==> src/design/fat_cluster_run_walker_core_macros.svh <==
`ifndef FAT_CLUSTER_RUN_WALKER_CORE_MACROS_SVH
`define FAT_CLUSTER_RUN_WALKER_CORE_MACROS_SVH

// Concurrent check on clk_i that is switched off while rst_ni is low.
`define FCRW_ASSERT(label, prop, msg) \
  label: assert property (@(posedge clk_i) disable iff (!rst_ni) (prop)) else $error(msg);

// Concurrent check on clk_i that also holds while reset is applied.
`define FCRW_ASSERT_NR(label, prop, msg) \
  label: assert property (@(posedge clk_i) (prop)) else $error(msg);

`endif

==> src/design/fcrw_pkg.sv <==
// ----------------------------------------------------------------------------
// fcrw_pkg
// Shared constants, codes and types of the FAT cluster run walker.
// ----------------------------------------------------------------------------
`default_nettype none

package fcrw_pkg;

  localparam int unsigned TableWords = 16384;
  localparam int unsigned TableAw    = $clog2(TableWords);
  localparam int unsigned ByteAw     = TableAw + 2;
  localparam int unsigned MaxSectors = 16;
  localparam int unsigned SecW       = $clog2(MaxSectors + 1);

  localparam logic [31:0] ChainEnd   = 32'hFFFF_FFFF;
  localparam logic [31:0] Fat12Limit = 32'h0000_0FF8;
  localparam logic [31:0] Fat16Limit = 32'h0000_FFF8;
  localparam logic [31:0] Fat32Limit = 32'h0FFF_FFF8;

  // Request opcodes.
  localparam logic [1:0] OpWrite = 2'd0;
  localparam logic [1:0] OpStart = 2'd1;
  localparam logic [1:0] OpNext  = 2'd2;

  // File system formats; any other code is handled as FAT32.
  localparam logic [1:0] FsFat12 = 2'd0;
  localparam logic [1:0] FsFat16 = 2'd1;

  // Configuration register indexes.
  localparam logic [2:0] CfgFsType      = 3'd0;
  localparam logic [2:0] CfgSecPerClus  = 3'd1;
  localparam logic [2:0] CfgFatCopies   = 3'd2;
  localparam logic [2:0] CfgSecPerFat   = 3'd3;
  localparam logic [2:0] CfgReserved    = 3'd4;
  localparam logic [2:0] CfgRootEntries = 3'd5;

  typedef struct packed {
    logic [1:0]  fs_type;
    logic [4:0]  sectors_per_cluster;
    logic [2:0]  fat_copies;
    logic [23:0] sectors_per_fat;
    logic [15:0] reserved_sectors;
    logic [15:0] root_entry_count;
  } cfg_t;

  typedef struct packed {
    logic mem_write;
    logic load_cur;
    logic emit_end;
    logic begin_run;
    logic rd_second;
    logic capture_lo;
    logic capture_hi;
    logic extract;
    logic merge;
    logic finish;
    logic multiply;
    logic emit_run;
  } ctrl_cmd_t;

  typedef struct packed {
    logic cur_is_end;
    logic straddle;
    logic can_merge;
  } dp_status_t;

endpackage

`default_nettype wire

==> src/design/fcrw_cfg_regs.sv <==
// ----------------------------------------------------------------------------
// fcrw_cfg_regs
// Configuration register file, written through a valid/ready channel.
// ----------------------------------------------------------------------------
`default_nettype none

module fcrw_cfg_regs
  import fcrw_pkg::*;
(
  input  wire logic        clk_i,
  input  wire logic        rst_ni,
  input  wire logic        cfg_valid_i,
  output logic             cfg_ready_o,
  input  wire logic [2:0]  cfg_index_i,
  input  wire logic [23:0] cfg_data_i,
  output cfg_t             cfg_o
);

  cfg_t cfg_q, cfg_d;

  assign cfg_ready_o = 1'b1;
  assign cfg_o       = cfg_q;

  always_comb begin
    cfg_d = cfg_q;
    if (cfg_valid_i) begin
      unique case (cfg_index_i)
        CfgFsType:      cfg_d.fs_type             = cfg_data_i[1:0];
        CfgSecPerClus:  cfg_d.sectors_per_cluster = cfg_data_i[4:0];
        CfgFatCopies:   cfg_d.fat_copies          = cfg_data_i[2:0];
        CfgSecPerFat:   cfg_d.sectors_per_fat     = cfg_data_i;
        CfgReserved:    cfg_d.reserved_sectors    = cfg_data_i[15:0];
        CfgRootEntries: cfg_d.root_entry_count    = cfg_data_i[15:0];
        default: ;
      endcase
    end
  end

  always_ff @(posedge clk_i or negedge rst_ni) begin
    if (!rst_ni) begin
      cfg_q.fs_type             <= FsFat12;
      cfg_q.sectors_per_cluster <= 5'd1;
      cfg_q.fat_copies          <= 3'd2;
      cfg_q.sectors_per_fat     <= 24'd9;
      cfg_q.reserved_sectors    <= 16'd1;
      cfg_q.root_entry_count    <= 16'd224;
    end else begin
      cfg_q <= cfg_d;
    end
  end

endmodule

`default_nettype wire

==> config.mk <==
export PLATFORM = sky130hd
export DESIGN_NAME = fcrw_cfg_regs
export DESIGN_NICKNAME = d
export VERILOG_FILES = /design/src/design/fat_cluster_run_walker_core_macros.svh /design/src/design/fcrw_pkg.sv /design/src/design/fcrw_cfg_regs.sv
export SDC_FILE = /design/constraint.sdc
export NUM_CORES = 1
export LEC_CHECK = 0
export BUFFER_PORTS_ARGS = -buffer_cell sky130_fd_sc_hd__buf_2
export CORE_MARGIN = 1.5
export CORE_UTILIZATION = 45
export CTS_CLUSTER_DIAMETER = 40
export CTS_CLUSTER_SIZE = 28
export DETAILED_ROUTE_END_ITERATION = 12
export PLACE_DENSITY = 0.74
export SKIP_CTS_REPAIR_TIMING = 1
export SYNTH_ARGS = -nofsm -noshare
export SYNTH_HDL_FRONTEND = slang
export SYNTH_SLANG_ARGS = --single-unit
==> constraint.sdc <==
create_clock -name clk_i -period 1.1 [get_ports clk_i]
set_input_delay 0.11 -clock clk_i [delete_from_list [all_inputs] [get_ports clk_i]]
set_output_delay 0.11 -clock clk_i [all_outputs]
set_load 0.005 [all_outputs]
== Yosys cells after proc, flatten, opt, wreduce, memory -nomap -nowiden ==
Cells that the tools add are included.

* Output and inout port bits: 67
* Word-level logic and storage cells: 18
* Flip-flop bits (word level): 66
* Input port bits: 30

* Reduce and logical (&&, ||, !) cells: 7
* Equal/unequal tests: 5

{| class="wikitable"
|+ Operators by type and width
! cell !! count
|-
| $reduce_and 2->1 || 6
|-
| $eq 3x2->1 const B || 2
|-
| $eq 3x3->1 const B || 2
|-
| $eq 3x1->1 const B || 1
|-
| $logic_not 3->1 || 1
|}

== Logic depth before layout (Yosys ltp) ==
Gate-level depths: netlist of the first run.

* Word-level depth: 2
* Depth in mapped cells: 4
* Depth with buffers taken out: 2

== Least setup slack after synthesis of the first run ==
Ideal clock, no wire load.

* Path type: input to register
* Start point: input cfg_index_i[0]
* End point: register cfg_q, in the netlist cfg_o[21]
* Path buffers: 2
* Library setup time: 0.125 ns
* Path slack: 0.041 ns
* Required time: 0.975 ns
* Data arrival time: 0.933 ns
* Stages: 4
* Path through: and4bb_1 buf_6 buf_8 mux2_4

* Cells in the longest elaborated chain, start to end: 2

{| class="wikitable"
|+ Ends and longest elaborated chain
! element !! RTL line !! RTL
|-
| start: declaration || fcrw_cfg_regs.sv:14 || <nowiki>input wire logic [2:0] cfg_index_i,</nowiki>
|-
| $eq 3x3->1 || fcrw_cfg_regs.sv:27 || <nowiki>unique case (cfg_index_i)</nowiki>
|-
| $reduce_and 2->1 (no source line) || - ||
|-
| end signal: assignment || fcrw_cfg_regs.sv:48 || <nowiki>cfg_q <= cfg_d;</nowiki>
|-
| end: declaration || fcrw_cfg_regs.sv:19 || <nowiki>cfg_t cfg_q, cfg_d;</nowiki>
|}

Every way passes these cells.
A chain may end at the register's enable or synchronous reset.

== Final worst setup path of the first run ==
* Start point: register cfg_q, in the netlist cfg_o[5]
* End point: output cfg_o[5] in the netlist's numbering

{| class="wikitable"
|+ RTL lines
! element !! RTL line !! RTL
|-
| end: declaration || fcrw_cfg_regs.sv:16 || <nowiki>output cfg_t cfg_o</nowiki>
|}

No word-level cell between the ends.

==> results of run 1 <==
==> layout make-up <==
class,instances,area [sq um],share of cell area [%]
sequential,66,1660,47.9
multi-input combinational,73,861,24.8
timing repair buffer,106,636,18.3
tap,72,90.1,2.60
clock buffer,9,124,3.57
clock inverter,7,93.8,2.71
==> synthesized netlist by cell type <==
| cell type | instances |
|---|---|
| conb_1 | 1 |
| buf_2 | 2 |
| mux2_4 | 10 |
| dfrtp_1 | 58 |
| buf_4 | 2 |
| and4bb_2 | 2 |
| nor4b_1 | 1 |
| and4bb_1 | 1 |
| nand4b_2 | 2 |
| buf_8 | 1 |
| buf_6 | 1 |
| dfstp_2 | 8 |
| mux2_2 | 56 |
==> power breakdown <==
group / switching [uW] / total [uW] / leakage, uW / internal [uW]
sequential: 275 / 3280 / 0.000780 / 3010
combinational: 514 / 1400 / 0.000815 / 883
clock: 901 / 2170 / 0.000105 / 1270
==> per-stage QoR <==
step                      instance area, sq um  hold slack (ns)   TNS, ns  util [%]  worst slack, ns
after detailed placement                  3230            0.152     -2.75      58.6           -0.108
after global routing                      3470          0.00133   -0.0618      62.9          -0.0168
final                                     3470           0.0109         0      62.9           0.0152
after floorplan                           2570           -0.186         0         -           0.0415
after global placement                    3230            0.155     -2.11      58.6          -0.0855
after CTS                                 3440           -0.210  -0.00375      62.5         -0.00319
==> worst min-delay path by stage <==
| stage | startpoint | end | slack, ns |
|---|---|---|---|
| 6_report | cfg_data_i[18] | cfg_o[50]$_DFFE_PN0P_ | 0.01 |
| 5_1_grt | cfg_data_i[22] | cfg_o[54]$_DFFE_PN0P_ | 0.001 |
| 4_1_cts | rst_ni | cfg_o[27]$_DFFE_PN0P_ | -0.21 |
| 3_5_place_dp | rst_ni | cfg_o[48]$_DFFE_PN0P_ | 0.15 |
| 3_3_place_gp | rst_ni | cfg_o[48]$_DFFE_PN0P_ | 0.15 |
| 2_1_floorplan | rst_ni | cfg_o[0]$_DFFE_PN0P_ | -0.19 |
==> routing by layer <==
metal | vias to the layer above | GRT usage [%] | share of wire [%]
li1 | 745 | - | -
met5 | - | 0 | 0
met1 | 818 | 22.6 | 44
met4 | 0 | 8.04 | 1.5
met3 | 7 | 5.00 | 8.7
met2 | 72 | 25.3 | 46
==> cell families after synthesis <==
kind of cell           count (synthesis)  synth area share [%]
buffers and inverters                  6                  1.99
DFF                                   66                  64.6
muxes                                 66                  30.3
other                                  1                 0.146
and+or+nand+nor                        6                  2.97
==> flow_metrics.tcl, run 1 <==
set metrics [dict create \
    status "finished clean" \
    cp_cell_sequence "buf_2" \
    cp_max_fo 2 \
    ys_seq_elements 66 \
    finalNonFillerCells 333 \
    period_minus_slack_ns 1.08 \
    grt_usage_pct 17.0 \
    portBuffers 95 \
    power_density_mw_per_mm2 1980 \
    clk_latency_ns 0.33 \
    numCtsBuffers 9 \
    slew_violations 0 \
    endpoint "cfg_o[5]" \
    clock_skew_ns 0 \
    largest_reg_flops 66 \
    crit_slowest_cell "dfstp_2" \
    syn_area_per_cell_sq_um 17.7 \
    postSynthCellCount 145 \
    drive_above_1_share_pct 76.2 \
    synth_fp_nets 175 \
    yosysTopAreaCellShare_pct 56.4 \
    peakVddDrop_mv 0.978 \
    synth_warnings 0 \
    die-height_microns 78.6 \
    nets 286 \
    timing.rr.end "cfg_o[24]$_DFFE_PN0P_" \
    cp.required_ns 0.99 \
    final_cell_mix "93 x buf_2, 58 x dfrtp_1, 56 x mux2_2, 10 x mux2_4, 9 x clkbuf_8" \
    die_w_microns 78.6 \
    crit_buf_inv 1 \
    gp_congestion 0.679 \
    endpoint_kind "primary output" \
    rr_startpoint "cfg_o[24]$_DFFE_PN0P_" \
    crit_family "flip-flops" \
    post-synth-top-area-cell "dfrtp_1" \
    cts_tree "built" \
    r2r.worst_path.cells 1 \
    first_iter_violations 39 \
    ys_seq_area_share_pct 64.6 \
    viasPerCell 4.93 \
    rows 27 \
    ys_types 13 \
    post-route-period-util_pct 98.6 \
    hold_viol_final 0 \
    holdCritPathClass "in -> reg" \
    ioPinCount 97 \
    grt_max_degree 67 \
    dr.pass1.iters 4 \
    final.fill_count 415 \
    dieArea_sq_mm 0.00618 \
    coreArea_sq_mm 0.00551 \
    p_total_uw 6850 \
    regToRegSetupSlack_ns 0.32 \
    whs_path_depth 2 \
    drv_cap 0 \
    path_depth 1 \
    startpoint_type "flip-flop" \
    wl_microns 5010 \
    detail-route-antenna-nets 0 \
    htreeDepth 3 \
    cts.clk_slew.worst_paths_ns 0.07 \
    grt_pass1_vias 1645 \
    wire_per_inst_microns 15.0 \
    rsz0062_at_grt "true" \
    synthTopCellsByArea "dfrtp_1 56%, mux2_2 25%, dfstp_2 8.2%, mux2_4 5.8%, nand4b_2 1.2%" \
    grt_remaining_overflow 0 \
    drc 0 \
    grt_pass1_wl_microns 7940 \
    path_class "reg -> out" \
    diodes 0 \
    syn2layout_area_growth_pct 34.7 \
    setup_viol_count_final 0 \
    layout_commonest_cell "buf_2" \
    leakagePower_uw 0.00170 \
    dp.cells 316 \
    synthesis.area_sq_mm 0.00257 \
    initial_core_util_pct 46.7 \
    dpl.hpwl_microns 3580 \
    antenna_found_initial 0 \
    ctsRootBufferMaster "clkbuf_8" \
    worstPathArrival_ns 0.97 \
    vias 1642 \
    clk_path_buf_depth 2 \
    startpoint "cfg_o[5]$_DFFE_PN1P_" \
    timing.fmax_mhz 922 \
    critPathMaxStageDelay_ns 0.54 \
    cts_sinks 66 \
]
No activity file was read; power rests on OpenSTA's default activity.
==> run 2, diff against run 1 <==
--- a/config.mk
+++ b/config.mk
@@ -6,11 +6,13 @@
 export NUM_CORES = 1
 export LEC_CHECK = 0
 export BUFFER_PORTS_ARGS = -buffer_cell sky130_fd_sc_hd__buf_2
+export CAP_MARGIN = 40
 export CORE_MARGIN = 1.5
 export CORE_UTILIZATION = 45
 export CTS_CLUSTER_DIAMETER = 40
 export CTS_CLUSTER_SIZE = 28
 export DETAILED_ROUTE_END_ITERATION = 12
+export HOLD_SLACK_MARGIN = 0.12
 export PLACE_DENSITY = 0.74
 export SKIP_CTS_REPAIR_TIMING = 1
 export SYNTH_ARGS = -nofsm -noshare
==> flow_metrics.tcl, run 2 (same netlist as run 1, synthesis figures left out) <==
set metrics [dict create \
    grt_remaining_overflow 0 \
    gp_congestion 0.679 \
    cp_cell_sequence "buf_2" \
    cp.required_ns 0.99 \
    power_density_mw_per_mm2 1870 \
    final_cell_mix "93 x buf_2, 58 x dfrtp_1, 56 x mux2_2, 25 x dlygate4sd3_1, 10 x mux2_4" \
    comb_power_share_pct 21.2 \
    seqPwrFrac_pct 47.4 \
    place_worst_setup_slack_ns -0.108 \
    critPathMaxStageDelay_ns 0.54 \
    drv_cap 0 \
    clkPwrFrac_pct 31.4 \
    nets 310 \
    power_switching_uw 1720 \
    swShare_pct 24.8 \
    crit_slowest_cell "dfstp_2" \
    largest_reg_flops 66 \
    tns_ns 0 \
    coreArea_sq_mm 0.00551 \
    viasPerCell 4.86 \
    drc 0 \
    clk_latency_ns 0.33 \
    dr.pass1.iters 4 \
    grt_use_met1_pct 22.6 \
    antenna_found_initial 0 \
    wl_microns 5300 \
    min_to "cfg_o[64]$_DFFE_PN0P_" \
    worstPathArrival_ns 0.98 \
    grtUsageMet2_pct 25.3 \
    cts.clk_slew.worst_paths_ns 0.07 \
    initial_core_util_pct 46.7 \
    grt.busiest_layer "met2" \
    grt_usage_pct 17.0 \
    cts_tree "built" \
    dieArea_sq_mm 0.00618 \
    whs_path_depth 4 \
    peakVddDrop_mv 0.985 \
    startpoint_type "flip-flop" \
    timing.rr.end "cfg_o[26]$_DFFE_PN0P_" \
    finalWorstSetupSlack_ns 0.0149 \
    detail-route-antenna-nets 0 \
    rsz0062_at_grt "true" \
    diodes 0 \
    rows 27 \
    endpoint_kind "primary output" \
    cp_max_fo 2 \
    p_int_uw 5220 \
    worstHoldStart "cfg_index_i[0]" \
    numCtsBuffers 9 \
    grt_pass1_wl_microns 7940 \
    dpl.hpwl_microns 3580 \
    hold_viol_final 0 \
    crit_buf_inv 1 \
    drive_above_1_share_pct 69.8 \
    ioPinCount 97 \
    regToRegSetupSlack_ns 0.32 \
    clock_skew_ns 0 \
    grt_pass1_vias 1645 \
    first_iter_violations 41 \
    r2r.worst_path.cells 1 \
    clk_path_buf_depth 2 \
    use_met3_pct 5.00 \
    post-route-period-util_pct 98.6 \
    timing.fmax_mhz 922 \
    htreeDepth 3 \
    period_minus_slack_ns 1.09 \
    vias 1734 \
    layout_commonest_cell "buf_2" \
    leakagePower_uw 0.00180 \
    portBuffers 95 \
    rr_startpoint "cfg_o[26]$_DFFE_PN0P_" \
    cts_sinks 66 \
    wire_per_inst_microns 14.8 \
    slew_violations 0 \
    syn2layout_area_growth_pct 44.0 \
    die_w_microns 78.6 \
    ctsRootBufferMaster "clkbuf_8" \
    setup_viol_count_final 0 \
    die-height_microns 78.6 \
    crit_family "flip-flops" \
    grt_max_degree 67 \
    holdCritPathClass "in -> reg" \
    status "finished clean" \
    path_class "reg -> out" \
]
run 2: changes by cell type in the layout (fill, tap and decap cells not counted):
cell	before	now
dlygate4sd3_1	1	25
run 2: stage by stage:
step	cells	hold slack [ns]	instance area, sq um	utilization, %	total power (uW)
floorplan	145	-0.186	2570	-	3910
CTS	332	-0.210	3440	62.5	6920
finish	357	0.308	3710	67.3	6930
global route	357	0.337	3710	67.3	7290
detailed placement	316	0.152	3230	58.6	4720
global placement	316	0.155	3230	58.6	4660
run 2: final cells by class:
cell class	count	area [sq um]
fill	373	1800
tap	72	90.1
clock inverter	7	93.8
multi-input combinational	73	861
sequential	66	1660
timing repair buffer	130	876
clock buffer	9	124
run 2: worst max path at each step:
stage	start	endpoint	slack, ns	depth (start not counted)
floorplan	cfg_index_i[0]	cfg_o[21]$_DFFE_PN0P_	0.04	4
global placement	cfg_index_i[0]	cfg_o[31]$_DFFE_PN0P_	-0.09	4
detailed placement	cfg_index_i[0]	cfg_o[18]$_DFFE_PN0P_	-0.11	4
CTS	cfg_o[5]$_DFFE_PN1P_	cfg_o[5]	-0.003	1
global route	cfg_o[57]$_DFFE_PN1P_	cfg_o[57]	-0.02	1
finish	cfg_o[5]$_DFFE_PN1P_	cfg_o[5]	0.01	1
run 2: power groups by stage:
stage | combinational (uW) | sequential (uW) | clock, uW
2_1_floorplan | 563 | 3350 | 0
3_3_place_gp | 1370 | 3290 | 0
3_5_place_dp | 1400 | 3320 | 0
4_1_cts | 1410 | 3280 | 2230
5_1_grt | 1600 | 3350 | 2340
6_report | 1470 | 3290 | 2180
run 2: per-layer routing:
metal	wire length, microns	up-vias
li1	-	793
met1	2320	861
met2	2500	73
met3	404	7
met4	68	0
met5	0	-
==> run 3, diff against run 2 <==
--- a/config.mk
+++ b/config.mk
@@ -5,14 +5,16 @@
 export SDC_FILE = /design/constraint.sdc
 export NUM_CORES = 1
 export LEC_CHECK = 0
+export ABC_AREA = 1
 export BUFFER_PORTS_ARGS = -buffer_cell sky130_fd_sc_hd__buf_2
 export CAP_MARGIN = 40
-export CORE_MARGIN = 1.5
+export CORE_MARGIN = 5
 export CORE_UTILIZATION = 45
 export CTS_CLUSTER_DIAMETER = 40
 export CTS_CLUSTER_SIZE = 28
 export DETAILED_ROUTE_END_ITERATION = 12
 export HOLD_SLACK_MARGIN = 0.12
+export MAX_ROUTING_LAYER = met4
 export PLACE_DENSITY = 0.74
 export SKIP_CTS_REPAIR_TIMING = 1
 export SYNTH_ARGS = -nofsm -noshare
==> flow_metrics.tcl, run 3 <==
set metrics [dict create \
    timing.fmax_mhz 909 \
    startpoint_type "flip-flop" \
    synth_most_common_cell "nand2_1" \
    ioPinCount 97 \
    post-synth-top-area-cell "dfrtp_1" \
    path_class "reg -> out" \
    gp_congestion 0.795 \
    cp_cell_sequence "buf_6" \
    cp.required_ns 0.99 \
    antenna_found_initial 0 \
    final_cell_mix "178 x nand2_1, 92 x buf_2, 58 x dfrtp_1, 26 x nand3_1, 25 x dlygate4sd3_1" \
    rows 27 \
    cts_tree "built" \
    crit_buf_inv 1 \
    crit_family "flip-flops" \
    dpl.hpwl_microns 4880 \
    drc 0 \
    postSynthCellCount 299 \
    violations "setup timing" \
    syn2layout_area_growth_pct 41.2 \
    post-route-period-util_pct 100 \
    dr.pass1.iters 4 \
    tns_ns -0.0000528 \
    synth_warnings 0 \
    wire_per_inst_microns 14.8 \
    layout_commonest_cell "nand2_1" \
    vias 2403 \
    power_density_mw_per_mm2 1860 \
    grt_pass1_wl_microns 11100 \
    grt_pass1_vias 2169 \
    coreArea_sq_mm 0.00561 \
    largest_reg_flops 66 \
    clk_path_buf_depth 2 \
    cts.clk_slew.worst_paths_ns 0.08 \
    cp_max_fo 2 \
    slew_violations 0 \
    ys.flop_type "dfrtp_1" \
    rsz0062_at_grt "true" \
    grt_max_degree 67 \
    ys_types 14 \
    synth_top_cells_by_count "178 x nand2_1, 58 x dfrtp_1, 26 x nand3_1, 8 x dfstp_2, 7 x buf_2" \
    portBuffers 95 \
    period_minus_slack_ns 1.10 \
    syn_area_per_cell_sq_um 8.81 \
    nets 459 \
    clk_latency_ns 0.33 \
    synthTopCellsByArea "dfrtp_1 55%, nand2_1 25%, dfstp_2 8.0%, nand3_1 4.9%, buf_2 1.3%" \
    drv_cap 0 \
    setup_viol_count_final 1 \
    synth_edf_count 0 \
    numCtsBuffers 9 \
    endpoint_kind "primary output" \
    die_w_microns 86.5 \
    grt_remaining_overflow 0 \
    grt_usage_pct 19.7 \
    critPathMaxStageDelay_ns 0.56 \
    finalWorstSetupSlack_ns -0.0000528 \
    holdCritPathClass "in -> reg" \
    die-height_microns 86.5 \
    yosysTopAreaCellShare_pct 55.1 \
    initial_core_util_pct 47.0 \
    clock_skew_ns 0 \
    dieArea_sq_mm 0.00749 \
    leakagePower_uw 0.00213 \
    utilization_pct 66.4 \
    status "finished with violations" \
    worstPathArrival_ns 0.99 \
    wl_microns 7470 \
    drive_above_1_share_pct 32.5 \
    synth_fp_nets 329 \
    async_flop_share_pct 100 \
    crit_slowest_cell "dfstp_2" \
    ys_seq_area_share_pct 63.1 \
    viasPerCell 4.75 \
    peakVddDrop_mv 1.08 \
    first_iter_violations 310 \
    cts_sinks 66 \
    diodes 0 \
    detail-route-antenna-nets 0 \
    hold_viol_final 0 \
    ys_seq_elements 66 \
    synthesis.area_sq_mm 0.00264 \
    htreeDepth 3 \
    ctsRootBufferMaster "clkbuf_8" \
]
run 3: cells by family after synthesis:
group                  Yosys count  synth area share [%]
DFF                             66                  63.1
and+or+nand+nor                214                  33.0
other                            1                 0.142
buffers and inverters           18                  3.75
run 3: metrics by stage:
| stage | setup slack [ns] | instance area [sq um] | hold slack [ns] | total power [uW] | cells |
|---|---|---|---|---|---|
| final | -0.0000528 | 3720 | 0.122 | 6920 | 506 |
| after global routing | -0.0161 | 3720 | 0.152 | 7250 | 506 |
| after CTS | -0.0153 | 3440 | -0.208 | 6830 | 479 |
| after detailed placement | 0.101 | 3200 | 0.155 | 4430 | 463 |
| after global placement | 0.116 | 3200 | 0.150 | 4380 | 463 |
| after floorplan | 0.276 | 2640 | -0.186 | 3680 | 299 |
run 3: worst paths after layout:
check | startpoint | endpoint | slack, ns | cells after the start
max in group asynchronous | rst_ni | cfg_o[16]$_DFFE_PN1P_ | 0.45 | 3
hold / removal | cfg_index_i[1] | cfg_o[59]$_DFFE_PN1P_ | 0.12 | 4
hold reg to reg | cfg_o[57]$_DFFE_PN1P_ | cfg_o[57]$_DFFE_PN1P_ | 0.47 | 2
min in group asynchronous | rst_ni | cfg_o[50]$_DFFE_PN0P_ | 0.31 | 3
setup reg to reg | cfg_o[35]$_DFFE_PN1P_ | cfg_o[35]$_DFFE_PN1P_ | 0.23 | 3
setup / recovery | cfg_o[6]$_DFFE_PN1P_ | cfg_o[6] | -0.00005 | 1
run 3: routing by layer:
metal  vias to the layer above  part of all wire, %  GRT usage (%)  wire length (microns)
met1                      1135                   42           26.9                   3140
met4                         0                  2.0           8.92                    152
met3                        12                  5.2           2.95                    390
met5                         -                    0              -                      0
met2                        85                   51           29.1                   3780
li1                       1171                    -              -                      -
run 3: final cells by class:
class | instances | area (sq um)
Clock buffer | 10 | 128
Clock inverter | 6 | 105
Fill cell | 465 | 1890
Inverter | 6 | 22.5
Multi-Input combinational cell | 215 | 875
Sequential cell | 66 | 1660
Tap cell | 72 | 90.1
Timing Repair Buffer | 131 | 840
run 3: power breakdown:
part	total (uW)	internal [uW]	switching, uW	leakage [uW]
registers	3190	2920	264	0.000813
clock network	2410	1500	911	0.000120
logic	1330	653	676	0.00120
total	6920	5070	1850	0.00213
