### config.mk
export PLATFORM = sky130hd
export DESIGN_NAME = fcrw_ctrl
export DESIGN_NICKNAME = d
export VERILOG_FILES = /design/src/design/fcrw_pkg.sv /design/src/design/fcrw_ctrl.sv
export VERILOG_INCLUDE_DIRS = /design/src /design/src/design
export SDC_FILE = /design/constraint.sdc
export NUM_CORES = 1
export LEC_CHECK = 0
export ABC_AREA = 1
export BUFFER_PORTS_ARGS = -buffer_cell sky130_fd_sc_hd__clkbuf_2
export CAP_MARGIN = 10
export CORE_AREA = 5 5 42 44
export DETAILED_ROUTE_END_ITERATION = 10
export DIE_AREA = 0 0 47 49
export PLACE_DENSITY = 0.48
export SYNTH_ARGS = -nofsm -noshare
export SYNTH_HDL_FRONTEND = slang
export SYNTH_SLANG_ARGS = --single-unit
### constraint.sdc
create_clock -name clk_i -period 1.3 [get_ports clk_i]
set_input_delay 0.195 -clock clk_i [delete_from_list [all_inputs] [get_ports clk_i]]
set_output_delay 0.195 -clock clk_i [all_outputs]
set_load 0.01 [all_outputs]
### src/design/fat_cluster_run_walker_core_macros.svh
`ifndef FAT_CLUSTER_RUN_WALKER_CORE_MACROS_SVH
`define FAT_CLUSTER_RUN_WALKER_CORE_MACROS_SVH

// Concurrent check on clk_i that is switched off while rst_ni is low.
`define FCRW_ASSERT(label, prop, msg) \
  label: assert property (@(posedge clk_i) disable iff (!rst_ni) (prop)) else $error(msg);

// Concurrent check on clk_i that also holds while reset is applied.
`define FCRW_ASSERT_NR(label, prop, msg) \
  label: assert property (@(posedge clk_i) (prop)) else $error(msg);

`endif

### src/design/fcrw_pkg.sv
// ----------------------------------------------------------------------------
// fcrw_pkg
// Shared constants, codes and types of the FAT cluster run walker.
// ----------------------------------------------------------------------------
`default_nettype none

package fcrw_pkg;

  localparam int unsigned TableWords = 16384;
  localparam int unsigned TableAw    = $clog2(TableWords);
  localparam int unsigned ByteAw     = TableAw + 2;
  localparam int unsigned MaxSectors = 16;
  localparam int unsigned SecW       = $clog2(MaxSectors + 1);

  localparam logic [31:0] ChainEnd   = 32'hFFFF_FFFF;
  localparam logic [31:0] Fat12Limit = 32'h0000_0FF8;
  localparam logic [31:0] Fat16Limit = 32'h0000_FFF8;
  localparam logic [31:0] Fat32Limit = 32'h0FFF_FFF8;

  // Request opcodes.
  localparam logic [1:0] OpWrite = 2'd0;
  localparam logic [1:0] OpStart = 2'd1;
  localparam logic [1:0] OpNext  = 2'd2;

  // File system formats; any other code is handled as FAT32.
  localparam logic [1:0] FsFat12 = 2'd0;
  localparam logic [1:0] FsFat16 = 2'd1;

  // Configuration register indexes.
  localparam logic [2:0] CfgFsType      = 3'd0;
  localparam logic [2:0] CfgSecPerClus  = 3'd1;
  localparam logic [2:0] CfgFatCopies   = 3'd2;
  localparam logic [2:0] CfgSecPerFat   = 3'd3;
  localparam logic [2:0] CfgReserved    = 3'd4;
  localparam logic [2:0] CfgRootEntries = 3'd5;

  typedef struct packed {
    logic [1:0]  fs_type;
    logic [4:0]  sectors_per_cluster;
    logic [2:0]  fat_copies;
    logic [23:0] sectors_per_fat;
    logic [15:0] reserved_sectors;
    logic [15:0] root_entry_count;
  } cfg_t;

  typedef struct packed {
    logic mem_write;
    logic load_cur;
    logic emit_end;
    logic begin_run;
    logic rd_second;
    logic capture_lo;
    logic capture_hi;
    logic extract;
    logic merge;
    logic finish;
    logic multiply;
    logic emit_run;
  } ctrl_cmd_t;

  typedef struct packed {
    logic cur_is_end;
    logic straddle;
    logic can_merge;
  } dp_status_t;

endpackage

`default_nettype wire

### src/design/fcrw_ctrl.sv
// ----------------------------------------------------------------------------
// fcrw_ctrl
// Controller: sequences FAT lookups, run merging and the LBA computation.
// ----------------------------------------------------------------------------
`default_nettype none

`include "fat_cluster_run_walker_core_macros.svh"

module fcrw_ctrl
  import fcrw_pkg::*;
(
  input  wire logic       clk_i,
  input  wire logic       rst_ni,
  input  wire logic       start_i,
  input  wire logic [1:0] opcode_i,
  output logic            busy_o,
  output ctrl_cmd_t       cmd_o,
  input  dp_status_t      sts_i
);

  localparam logic [2:0] S_IDLE = 3'd0;
  localparam logic [2:0] S_RD0  = 3'd1;
  localparam logic [2:0] S_RD1  = 3'd2;
  localparam logic [2:0] S_RD2  = 3'd3;
  localparam logic [2:0] S_EXT  = 3'd4;
  localparam logic [2:0] S_EVAL = 3'd5;
  localparam logic [2:0] S_MUL  = 3'd6;
  localparam logic [2:0] S_SUM  = 3'd7;

  logic [2:0] state_q, state_d;

  assign busy_o = (state_q != S_IDLE);

  always_comb begin
    cmd_o   = '0;
    state_d = state_q;
    unique case (state_q)
      S_IDLE: begin
        if (start_i) begin
          unique case (opcode_i)
            OpWrite: cmd_o.mem_write = 1'b1;
            OpStart: cmd_o.load_cur  = 1'b1;
            OpNext: begin
              if (sts_i.cur_is_end) begin
                cmd_o.emit_end = 1'b1;
              end else begin
                cmd_o.begin_run = 1'b1;
                state_d         = S_RD0;
              end
            end
            default: ;
          endcase
        end
      end
      S_RD0: state_d = S_RD1;
      S_RD1: begin
        cmd_o.capture_lo = 1'b1;
        // A FAT12 entry in the last byte of a word needs the following word too.
        if (sts_i.straddle) begin
          cmd_o.rd_second = 1'b1;
          state_d         = S_RD2;
        end else begin
          state_d = S_EXT;
        end
      end
      S_RD2: begin
        cmd_o.rd_second  = 1'b1;
        cmd_o.capture_hi = 1'b1;
        state_d          = S_EXT;
      end
      S_EXT: begin
        cmd_o.extract = 1'b1;
        state_d       = S_EVAL;
      end
      S_EVAL: begin
        if (sts_i.can_merge) begin
          cmd_o.merge = 1'b1;
          state_d     = S_RD0;
        end else begin
          cmd_o.finish = 1'b1;
          state_d      = S_MUL;
        end
      end
      S_MUL: begin
        cmd_o.multiply = 1'b1;
        state_d        = S_SUM;
      end
      S_SUM: begin
        cmd_o.emit_run = 1'b1;
        state_d        = S_IDLE;
      end
      default: state_d = S_IDLE;
    endcase
  end

  always_ff @(posedge clk_i or negedge rst_ni) begin
    if (!rst_ni) begin
      state_q <= S_IDLE;
    end else begin
      state_q <= state_d;
    end
  end

  `FCRW_ASSERT(a_emit_returns_idle, (cmd_o.emit_run || cmd_o.emit_end) |=> (state_q == S_IDLE), "controller did not return to idle after a result")
  `FCRW_ASSERT(a_second_read_straddle, (state_q == S_RD2) |-> $past(sts_i.straddle), "second table read without a straddling entry")

endmodule

`default_nettype wire

# After elaboration in Yosys (flattened, before gate mapping)
# Index checks and enable logic that the tools add are counted.
# word_totals
register_bits	3
output_inout_bits	13
word_cells	40
# classes
n_eq_ne	12
mux	23
reduce_logical	4
# ops
operator	count
$pmux W3 S8	1
$mux W3	5
$eq A3 B3 Y1 const B	4
$mux W1	12
$mux W4	2
$eq A3 B2 Y1 const B	2
$mux W2	2
$ne A2 B2 Y1 const B	2
$eq A3 B1 Y1 const B	1
$logic_not A3 Y1	1
$reduce_and A3 Y1	1
$reduce_bool A3 Y1	1
$eq A2 B1 Y1 const B	1
$eq A2 B2 Y1 const B	1
$logic_not A2 Y1	1
$ne A2 B1 Y1 const B	1
$pmux W1 S2	1

# Logic depth before layout (Yosys ltp)
# Gate-level depths: netlist of the first run.
# logic_depth
ltp_word	4
depth_mapped	6
ltp_nobuf	6

# Worst setup path before layout of the first run
# Ideal clock, no wire load.
# synth_path
path_type	register to output
from	register state_q[1]
to	output cmd_o[10] (netlist name)
arrival_ns	0.948
required_ns	1.105
path_slack_ns	0.157
path_stages_with_launch	4
path_cell_list	dfrtp_1 inv_2 nand3_2 nor3_1
# synth_lines
element	line_no	source
from (decl)	fcrw_ctrl.sv:30	logic [2:0] state_q, state_d;
from (signal assigned)	fcrw_ctrl.sv:100	state_q <= state_d;
to (decl)	fcrw_ctrl.sv:17	output ctrl_cmd_t cmd_o,

==> summary.md, run 1 <==
| Metric | Value |
|---|---|
| Status | `finished with violations` |
| Failing checks | `setup timing` |
| Mapped Nets | `54` |
| Layout cells sized above 1 | `63.9%` |
| Post-Synth XOR/XNOR Area | `0%` |
| Post-layout util | `42.2%` |
| Crit-path max cell delay | `between 0.3 and 0.4 ns` |
| Placed insts | `between 80 and 90` |
| TritonRoute pass-1 iters | `5` |
| GPL Wtd Cong | `0.698` |
| All-Layer GR Usage | `about 8%` |
| Fin crit share | `110%` |
| Post-Synth Simple-Gate Area | `~46%` |
| P&R area growth vs syn | `116%` |
| Hold Startpoint | `sts_i[0]` |
| Final clock skew | `between 0.001 and 0.0015 ns` |
| Root buffer cell | `clkbuf_4` |
| Clock transition at path regs | `approximately 0.030 ns` |
| Worst r2r path cells | `6` |
| VDD IR max | `slightly above 0.9 mV` |
| Std-Cell Rows | `14` |
| Capturing point of the worst reg2reg path | `state_q[1]` |
| Initial core utilization | `19.6%` |
| Final #Nets | `92` |
| Setup TNS | `-0.662 ns` |
| Critical path required time | `1.11 ns` |
| Flop2flop setup slack | `0.21 ns` |
| H-tree Lvls | `1` |
| Initial antenna violation count | `0` |
| Slew Viols, Final | `0` |
| Skew-Pair Late Insertion Delay | `about 0.23 ns` |
| Top delay family on crit path | `flip-flops` |
| Fin. Hold Viols | `0` |
| CTS tree | `yes` |
| WP data arrival | `1.23 ns` |
| Top flop regs | `state_q (3)` |
| WP buf/inv | `3` |
| Largest net degree at the start of global routing | `7` |
| Yosys warns | `0` |
| Core Box Area | `1400 um^2` |
| WS Path Type | `reg2out` |
| RSZ-0062 raised after global routing | `true` |
| Complex-gate fraction of the synthesized area | `under 10%` |
| DR iter-0 viols | `1` |
| Final setup margin | `-0.129 ns` |
| Least-Margin Pin Slew | `about 0.16 ns` |
| Hold Path Depth | `4` |
| Largest family of logic cells by synthesized area | `simple AND/OR/NAND/NOR gates` |
| Max-Cap Viols | `0` |
| Startpoint Class | `flop` |
| Top reg by flops | `state_q` |
| Distinct cells, synth | `11` |
| Pwr dens | `~2000 nW/um^2` |
| ANT cells | `0` |
| CP Cell Sequence | `inv_2, nand3_2, nor2_2, inv_1, nand2_1, buf_2` |
| Post-synthesis adder-cell area fraction | `0%` |
| Tot Pwr | `around 1.2 mW` |
| CP max-delay cell | `dfrtp_1` |
| Vias post-DR | `409` |
| Synthesized area | `about 270 um^2` |
| Relative slew margins | `between 80 and 90%` |
| Max frequency | `between 0.6 and 0.7 GHz` |
| Worst setup EP type | `output pin` |
| Worst reg2reg startpoint | `state_q[1]` |
| Tmin final | `1.43 ns` |
| Vias in the first global route | `roughly 350` |
| Die X | `about 47 um` |
| Hpwl dp | `approximately 640 um` |
| DRC viols | `0` |
| Post-Synthesis Cells | `46` |
| Global route overflow | `0` |
| Pleak | `0.373 nW` |
| HP Class | `in2reg` |
| Die Span Y | `around 49 um` |
| Wirelength per Cell | `9.34 um` |
| Mux contribution to synthesized area | `0%` |
| First-pass GRT wire length | `about 1300 um` |
| Die area | `~2300 um^2` |
| Port Buffers | `20` |
| Hold path endpoint | `state_q[1]` |
| Max Fanout on Critical Path | `6` |
| # setup viols final | `10` |
| Placement Setup Slack | `~0.11 ns` |
| Post-synthesis sequential area ratio | `around 27%` |
| I/O Pins | `21` |
| Finished Layout Cells | `99` |
| Max reg flops | `3` |
| Sink Count | `3` |
| Clock Path Buffers | `2` |
| Routed WL | `between 900 and 1000 um` |
| Post-synthesis register bit count | `3` |
| Vias per inst | `4.13` |
| TritonCTS Buffers | `3` |
| Avg Synthesized Cell Area | `about 6.0 um^2` |
| Post-route ant nets | `0` |
[through the flow]
step / hold slack (ns) / area [um^2]
finish: 0.271 / 592
global route: 0.291 / 592
detailed placement: -0.00654 / 402
CTS: 0.237 / 492
global placement: -0.00375 / 402
floorplan: -0.101 / 274
[synth_stat cells]
cell       n  area, um^2
nand3_2    2        20.0
o211ai_1   1        7.51
nor3_1     5        25.0
a21oi_1    1        5.00
nand3_1    5        25.0
nor2_1     1        3.75
dfrtp_1    3        75.1
nand2_1    9        33.8
inv_1     13        48.8
nor2_2     3        18.8
inv_2      3        11.3
[cells in the final DEF (no fill, tap or decap), drive strengths merged]
cell type     n
nor2          4
nor3          5
buf          20
nand2         9
nand3         7
o211ai        1
clkbuf       16
a21oi         1
dlygate4sd3   1
inv          16
dfrtp         3
[routing by layer]
layer  part of all wire (%)  vias up  track usage [%]
met5                      0        -                0
met4                    2.3        0             6.91
met3                    4.5        2             2.58
met2                     53       14             11.8
met1                     40      182             8.19
li1                       -      211                -
[layout make-up]
class / instances / area, um^2
fill: 157 / 810
tap: 16 / 20.0
timing repair buffer: 33 / 224
sequential: 3 / 76.3
inverter: 16 / 60.1
multi-input combinational: 27 / 185
clock buffer: 4 / 26.3
[worst reg2reg max path: stages, from the launching register on]
cell and delay, ns:
dfrtp_2 0.44, buf_6 0.14, buf_6 0.11, nand3_2 0.05
inv_2 0.04, a21oi_1 0.13, nand2_1 0.06
[worst max-delay path by stage]
stage	from	end	depth (start not counted)	slack [ns]
detailed placement	state_q[1]	cmd_o[8]	6	0.11
global route	state_q[2]	cmd_o[7]	6	-0.22
floorplan	state_q[1]	cmd_o[10]	3	0.16
CTS	state_q[0]	cmd_o[7]	6	-0.1
global placement	state_q[0]	cmd_o[7]	6	0.12
finish	state_q[2]	cmd_o[7]	6	-0.13
[power by group]
| group | leakage (nW) | switching [mW] | internal, mW |
|---|---|---|---|
| clock | 0.0150 | 0.0478 | 0.115 |
| sequential | 0.0362 | 0.0481 | 0.142 |
| combinational | 0.322 | 0.432 | 0.398 |
| total | 0.373 | 0.528 | 0.655 |
[repair_timing]
item,4_1_cts,5_1_grt
hold buffers,1,0
pin swaps,0,4
gates cloned,0,0
endpoints found under the hold margin,3,0
buffers inserted,5,6
setup endpoints to repair,7,11
gates resized for setup,4,21
[cell families (layout without fill, tap and decap cells)]
logic type | after synthesis | in the layout
buffers and inverters | 16 | 53
AOI/OAI and AO/OA | 2 | 2
DFF | 3 | 3
and+or+nand+nor | 25 | 25
Note: power is estimated with default switching activity, not from simulation.
==> run 2: changes to the inputs <==
- TNS_END_PERCENT: not set -> 20
==> summary.md, run 2 (synthesis gave the netlist of run 1 again) <==
| Metric | Value |
|---|---|
| Fin. Hold Viols | `0` |
| Startpoint Class | `flop` |
| Grt met1 use | `about 7.5%` |
| GR Util met3 | `under 10%` |
| Commonest cells after routing, fill and taps aside | `13 x clkbuf_2, 12 x inv_1, 12 x buf_4` |
| Hold Path Depth | `4` |
| Max-Cap Viols | `0` |
| Hpwl dp | `approximately 640 um` |
| VDD IR max | `roughly 0.88 mV` |
| Post-layout util | `about two fifths` |
| Pwr dens | `roughly 2000 nW/um^2` |
| H-tree Lvls | `1` |
| Worst setup EP type | `output pin` |
| Critical path required time | `between 1 and 1.5 ns` |
| Slew Viols, Final | `0` |
| Top Usage Layer GRT | `met2` |
| WP data arrival | `roughly 1.2 ns` |
| Relative slew margins | `about 87%` |
| Largest net degree at the start of global routing | `8` |
| Pleak | `0.369 nW` |
| Core Box Area | `roughly 1400 um^2` |
| Vias per inst | `about 4.1` |
| Worst reg2reg startpoint | `state_q[1]` |
| Failing checks | `setup timing` |
| M2 GR Usage | `between 10% and 20%` |
| Most common cell after layout, fill and taps aside | `clkbuf_2` |
| CP Cell Sequence | `inv_2, nand3_2, nor2_2, inv_1, nand2_1, buf_2` |
| Top flop regs | `state_q (3)` |
| TritonRoute pass-1 iters | `2` |
| DRC viols | `0` |
| Final #Nets | `between 90 and 100` |
| GPL Wtd Cong | `about 0.70` |
| Routed WL | `920 um` |
| Capturing point of the worst reg2reg path | `state_q[1]` |
| Layout cells sized above 1 | `roughly 60%` |
| Die Span Y | `49 um` |
| Max Fanout on Critical Path | `5` |
| Top delay family on crit path | `flip-flops` |
| Placement Setup Slack | `roughly 0.11 ns` |
| WP buf/inv | `3` |
| TritonCTS Buffers | `3` |
| Wirelength per Cell | `a little over 9 um` |
| Worst r2r path cells | `5` |
| Root buffer cell | `clkbuf_4` |
| P&R area growth vs syn | `105%` |
| Max frequency | `about 0.72 GHz` |
| Skew-Pair Late Insertion Delay | `0.23 ns` |
| WHS | `approximately 0.25 ns` |
| Post-route ant nets | `0` |
| First-pass GRT wire length | `around 1200 um` |
| WS Path Type | `reg2out` |
| Crit-path max cell delay | `approximately 0.38 ns` |
| Clock Path Buffers | `2` |
| Initial antenna violation count | `0` |
| Port Buffers | `20` |
| Die area | `2300 um^2` |
| ANT cells | `0` |
| Tot Pwr | `1.14 mW` |
| CP max-delay cell | `dfrtp_1` |
| # setup viols final | `10` |
| CTS tree | `yes` |
| Global route overflow | `0` |
| Hold Startpoint | `sts_i[2]` |
| Max reg flops | `3` |
| Tmin final | `roughly 1.4 ns` |
| Vias in the first global route | `between 300 and 400` |
| Fin crit share | `107%` |
| Hold path endpoint | `state_q[0]` |
| RSZ-0062 raised after global routing | `true` |
| Status | `finished with violations` |
| Final clock skew | `about 0.0019 ns` |
| Vias post-DR | `about 400` |
| All-Layer GR Usage | `approximately 7.5%` |
| Top reg by flops | `state_q` |
| Clock transition at path regs | `0.04 ns` |
| Least-Margin Pin Slew | `roughly 0.2 ns` |
| Flop2flop setup slack | `about 0.24 ns` |
| Die X | `roughly 47 um` |
| Sink Count | `3` |
| Std-Cell Rows | `14` |
| DR iter-0 viols | `1` |
| Initial core utilization | `between 10% and 20%` |
| I/O Pins | `21` |
| HP Class | `in2reg` |
| Final setup margin | `-0.0916 ns` |
| Worst setup startpoint | `state_q[0]` |
run 2: worst max-delay path by stage:
stage           endpoint  slack, ns  cells after the start
2_1_floorplan  cmd_o[10]       0.16                      3
3_3_place_gp    cmd_o[7]       0.12                      6
3_5_place_dp    cmd_o[8]       0.11                      6
4_1_cts         cmd_o[7]      -0.10                      6
5_1_grt         cmd_o[7]      -0.19                      6
6_report        cmd_o[7]      -0.09                      6
run 2: area by class of cell:
type	count	area, um^2
clock buffer	4	26.3
timing repair buffer	33	206
tap	16	20.0
inverter	16	60.1
multi-input combinational	27	171
sequential	3	76.3
fill	166	841
run 2: per-layer routing:
layer | share of wire (%) | vias to the layer above
met4 | 2.3 | 0
met1 | 39 | 180
met2 | 54 | 12
li1 | - | 211
met5 | 0 | -
met3 | 4.5 | 2
run 2: stage by stage:
step,setup TNS (ns),cells,cell area [um^2]
after floorplan,0,46,274
after CTS,-0.538,90,464
after global routing,-1.30,99,561
after detailed placement,0,83,402
final,-0.493,99,561
after global placement,0,83,402
run 2: repair_timing:
item                                    4_1_cts  5_1_grt
hold buffers                                  1        0
endpoints found under the setup margin        7       10
pin swaps                                     0        4
buffers inserted                              2        9
gates resized for setup                       3       14
endpoints found under the hold margin         3        0
run 2: worst min-delay path: cells and delay by family:
| kind | cells | cell delay [ns] |
|---|---|---|
| AND/OR/NAND/NOR | 2 | 0.13 |
| buffers and inverters | 2 | 0.11 |
run 2: where the power goes:
| group | total, mW | internal [mW] | switching (mW) |
|---|---|---|---|
| clock network | 0.164 | 0.115 | 0.0485 |
| registers | 0.180 | 0.142 | 0.0378 |
| logic | 0.794 | 0.376 | 0.418 |
| total | 1.14 | 0.633 | 0.504 |
==> run 3: changes to the inputs <==
- PLACE_DENSITY: 0.48 -> 0.47
- SLEW_MARGIN: not set -> 20
==> summary.md, run 3 (synthesis gave the netlist of run 1 again) <==
| Metric | Value |
|---|---|
| Worst setup EP type | `output pin` |
| CP Cell Sequence | `inv_2, nand3_4, nor2_2, nand2_1, inv_1, buf_2` |
| DRC viols | `0` |
| Final clock skew | `approximately 0.0029 ns` |
| Die area | `between 2000 and 2500 um^2` |
| VDD IR max | `0.940 mV` |
| Layout cells sized above 1 | `between 60% and 70%` |
| # setup viols final | `11` |
| Top flop regs | `state_q (3)` |
| Critical path required time | `roughly 1.1 ns` |
| Clock Path Buffers | `2` |
| Failing checks | `setup timing` |
| Vias in the first global route | `396` |
| Post-route ant nets | `0` |
| Max-Cap Viols | `0` |
| Port Buffers | `20` |
| Vias per inst | `4.14` |
| Hpwl dp | `627 um` |
| Logic pwr share | `about two thirds` |
| Routed WL | `938 um` |
| Pwr dens | `about 2000 nW/um^2` |
| TritonCTS Buffers | `3` |
| Die X | `approximately 47 um` |
| Commonest cells after routing, fill and taps aside | `10 x inv_1, 10 x clkbuf_2, 8 x nand2_1` |
| DR iter-0 viols | `9` |
| H-tree Lvls | `1` |
| Clock transition at path regs | `around 0.04 ns` |
| Max reg flops | `3` |
| All-Layer GR Usage | `9.65%` |
| WS Path Type | `reg2out` |
| Max Fanout on Critical Path | `6` |
| Core Box Area | `1400 um^2` |
| WP data arrival | `1.25 ns` |
| Die Span Y | `just under 50 um` |
| Switching Share | `46.0%` |
| Crit-path max cell delay | `~0.47 ns` |
| Clock Power Share | `between 10% and 20%` |
| Initial antenna violation count | `0` |
| Share of total power in sequential cells | `~18%` |
| Relative slew margins | `between 80% and 90%` |
| HP Class | `in2async` |
| P&R area growth vs syn | `112%` |
| Global route overflow | `0` |
| Top reg by flops | `state_q` |
| Max frequency | `0.693 GHz` |
| Status | `finished with violations` |
| Wirelength per Cell | `about 9.9 um` |
| Least-Margin Pin Slew | `0.183 ns` |
| First-pass GRT wire length | `about 1600 um` |
| Initial core utilization | `roughly 20%` |
| Fin crit share | `111%` |
| Final #Nets | `between 80 and 90` |
| Std-Cell Rows | `14` |
| Finished Layout Cells | `95` |
| Worst setup startpoint | `state_q[1]` |
| Net Sw Power | `541 uW` |
| I/O Pins | `21` |
| Fin. Hold Viols | `0` |
| TritonRoute pass-1 iters | `4` |
| # fillers | `between 150 and 200` |
| Vias post-DR | `393` |
| Final setup margin | `-0.143 ns` |
| Slew Viols, Final | `0` |
| Internal | `between 600 and 700 uW` |
| CTS tree | `yes` |
| Startpoint Class | `flop` |
| Skew-Pair Late Insertion Delay | `~0.24 ns` |
| Tot Pwr | `roughly 1.2 mW` |
| GPL Wtd Cong | `0.716` |
| Tmin final | `1.44 ns` |
| Sink Count | `3` |
| ANT cells | `0` |
| Pleak | `0.360 nW` |
| CP max-delay cell | `dfrtp_2` |
| Largest net degree at the start of global routing | `8` |
| Worst reg2reg startpoint | `state_q[1]` |
| Root buffer cell | `clkbuf_4` |
| RSZ-0062 raised after global routing | `true` |
| Placed insts | `between 80 and 90` |
run 3: changes by cell type in the layout (fill, tap and decap cells not counted), moves of 2 or more:
cell,previous run,this run
nor3_1,3,1
inv_1,12,10
nor3_2,2,4
clkbuf_2,13,10
buf_6,1,4
buf_4,12,6
run 3: what timing repair did:
| item | CTS | global route |
|---|---|---|
| hold endpoints to repair | 3 | 0 |
| setup endpoints to repair | 8 | 12 |
| resized for setup | 5 | 24 |
| setup buffers | 5 | 2 |
| pin swaps | 3 | 2 |
| hold buffers | 1 | 0 |
run 3: metrics by stage:
stage	setup slack, ns	hold slack, ns	utilization, %	setup TNS, ns	cell area, um^2
after floorplan	0.157	-0.101	-	0	274
after global placement	0.101	-0.00378	28.7	0	402
after detailed placement	0.116	-0.00585	28.7	0	402
after CTS	-0.105	0.235	36.5	-0.615	512
after global routing	-0.198	0.294	41.5	-1.41	582
final	-0.143	0.283	41.5	-0.649	582
run 3: path summary, 6_finish.rpt:
| kind | end | slack (ns) | cells past startpoint |
|---|---|---|---|
| max | cmd_o[8] | -0.14 | 6 |
| min | state_q[0] | 0.28 | 2 |
| max reg2reg | state_q[0] | 0.21 | 6 |
| min reg2reg | state_q[2] | 0.67 | 3 |
| max in group asynchronous | state_q[1] | 0.89 | 2 |
| min in group clk_i | state_q[1] | 0.29 | 4 |
run 3: cell type report:
class | instances | area, um^2 | area share, %
sequential | 3 | 76.3 | 13.1
inverter | 16 | 62.6 | 10.8
multi-input combinational | 27 | 191 | 32.9
timing repair buffer | 29 | 205 | 35.3
clock buffer | 4 | 26.3 | 4.52
tap | 16 | 20.0 | 3.44
run 3: power groups by stage:
stage               combinational (mW)  sequential [mW]  clock (mW)
global placement                 0.496            0.194           0
global route                     0.874            0.212       0.190
floorplan                        0.305            0.195           0
detailed placement               0.487            0.195           0
finish                           0.796            0.207       0.172
CTS                              0.661            0.190       0.176
run 3: critical path: cells and delay by family (launching register included):
family,cells,cell delay (ns)
and+or+nand+nor,3,0.29
DFF,1,0.47
buffers and inverters,3,0.27
run 3: metal layers:
metal | global-route usage (%) | wire length [um]
met5 | 0 | 0
met4 | 6.91 | 23
met3 | 3.69 | 55
met2 | 15.2 | 519
met1 | 9.91 | 340
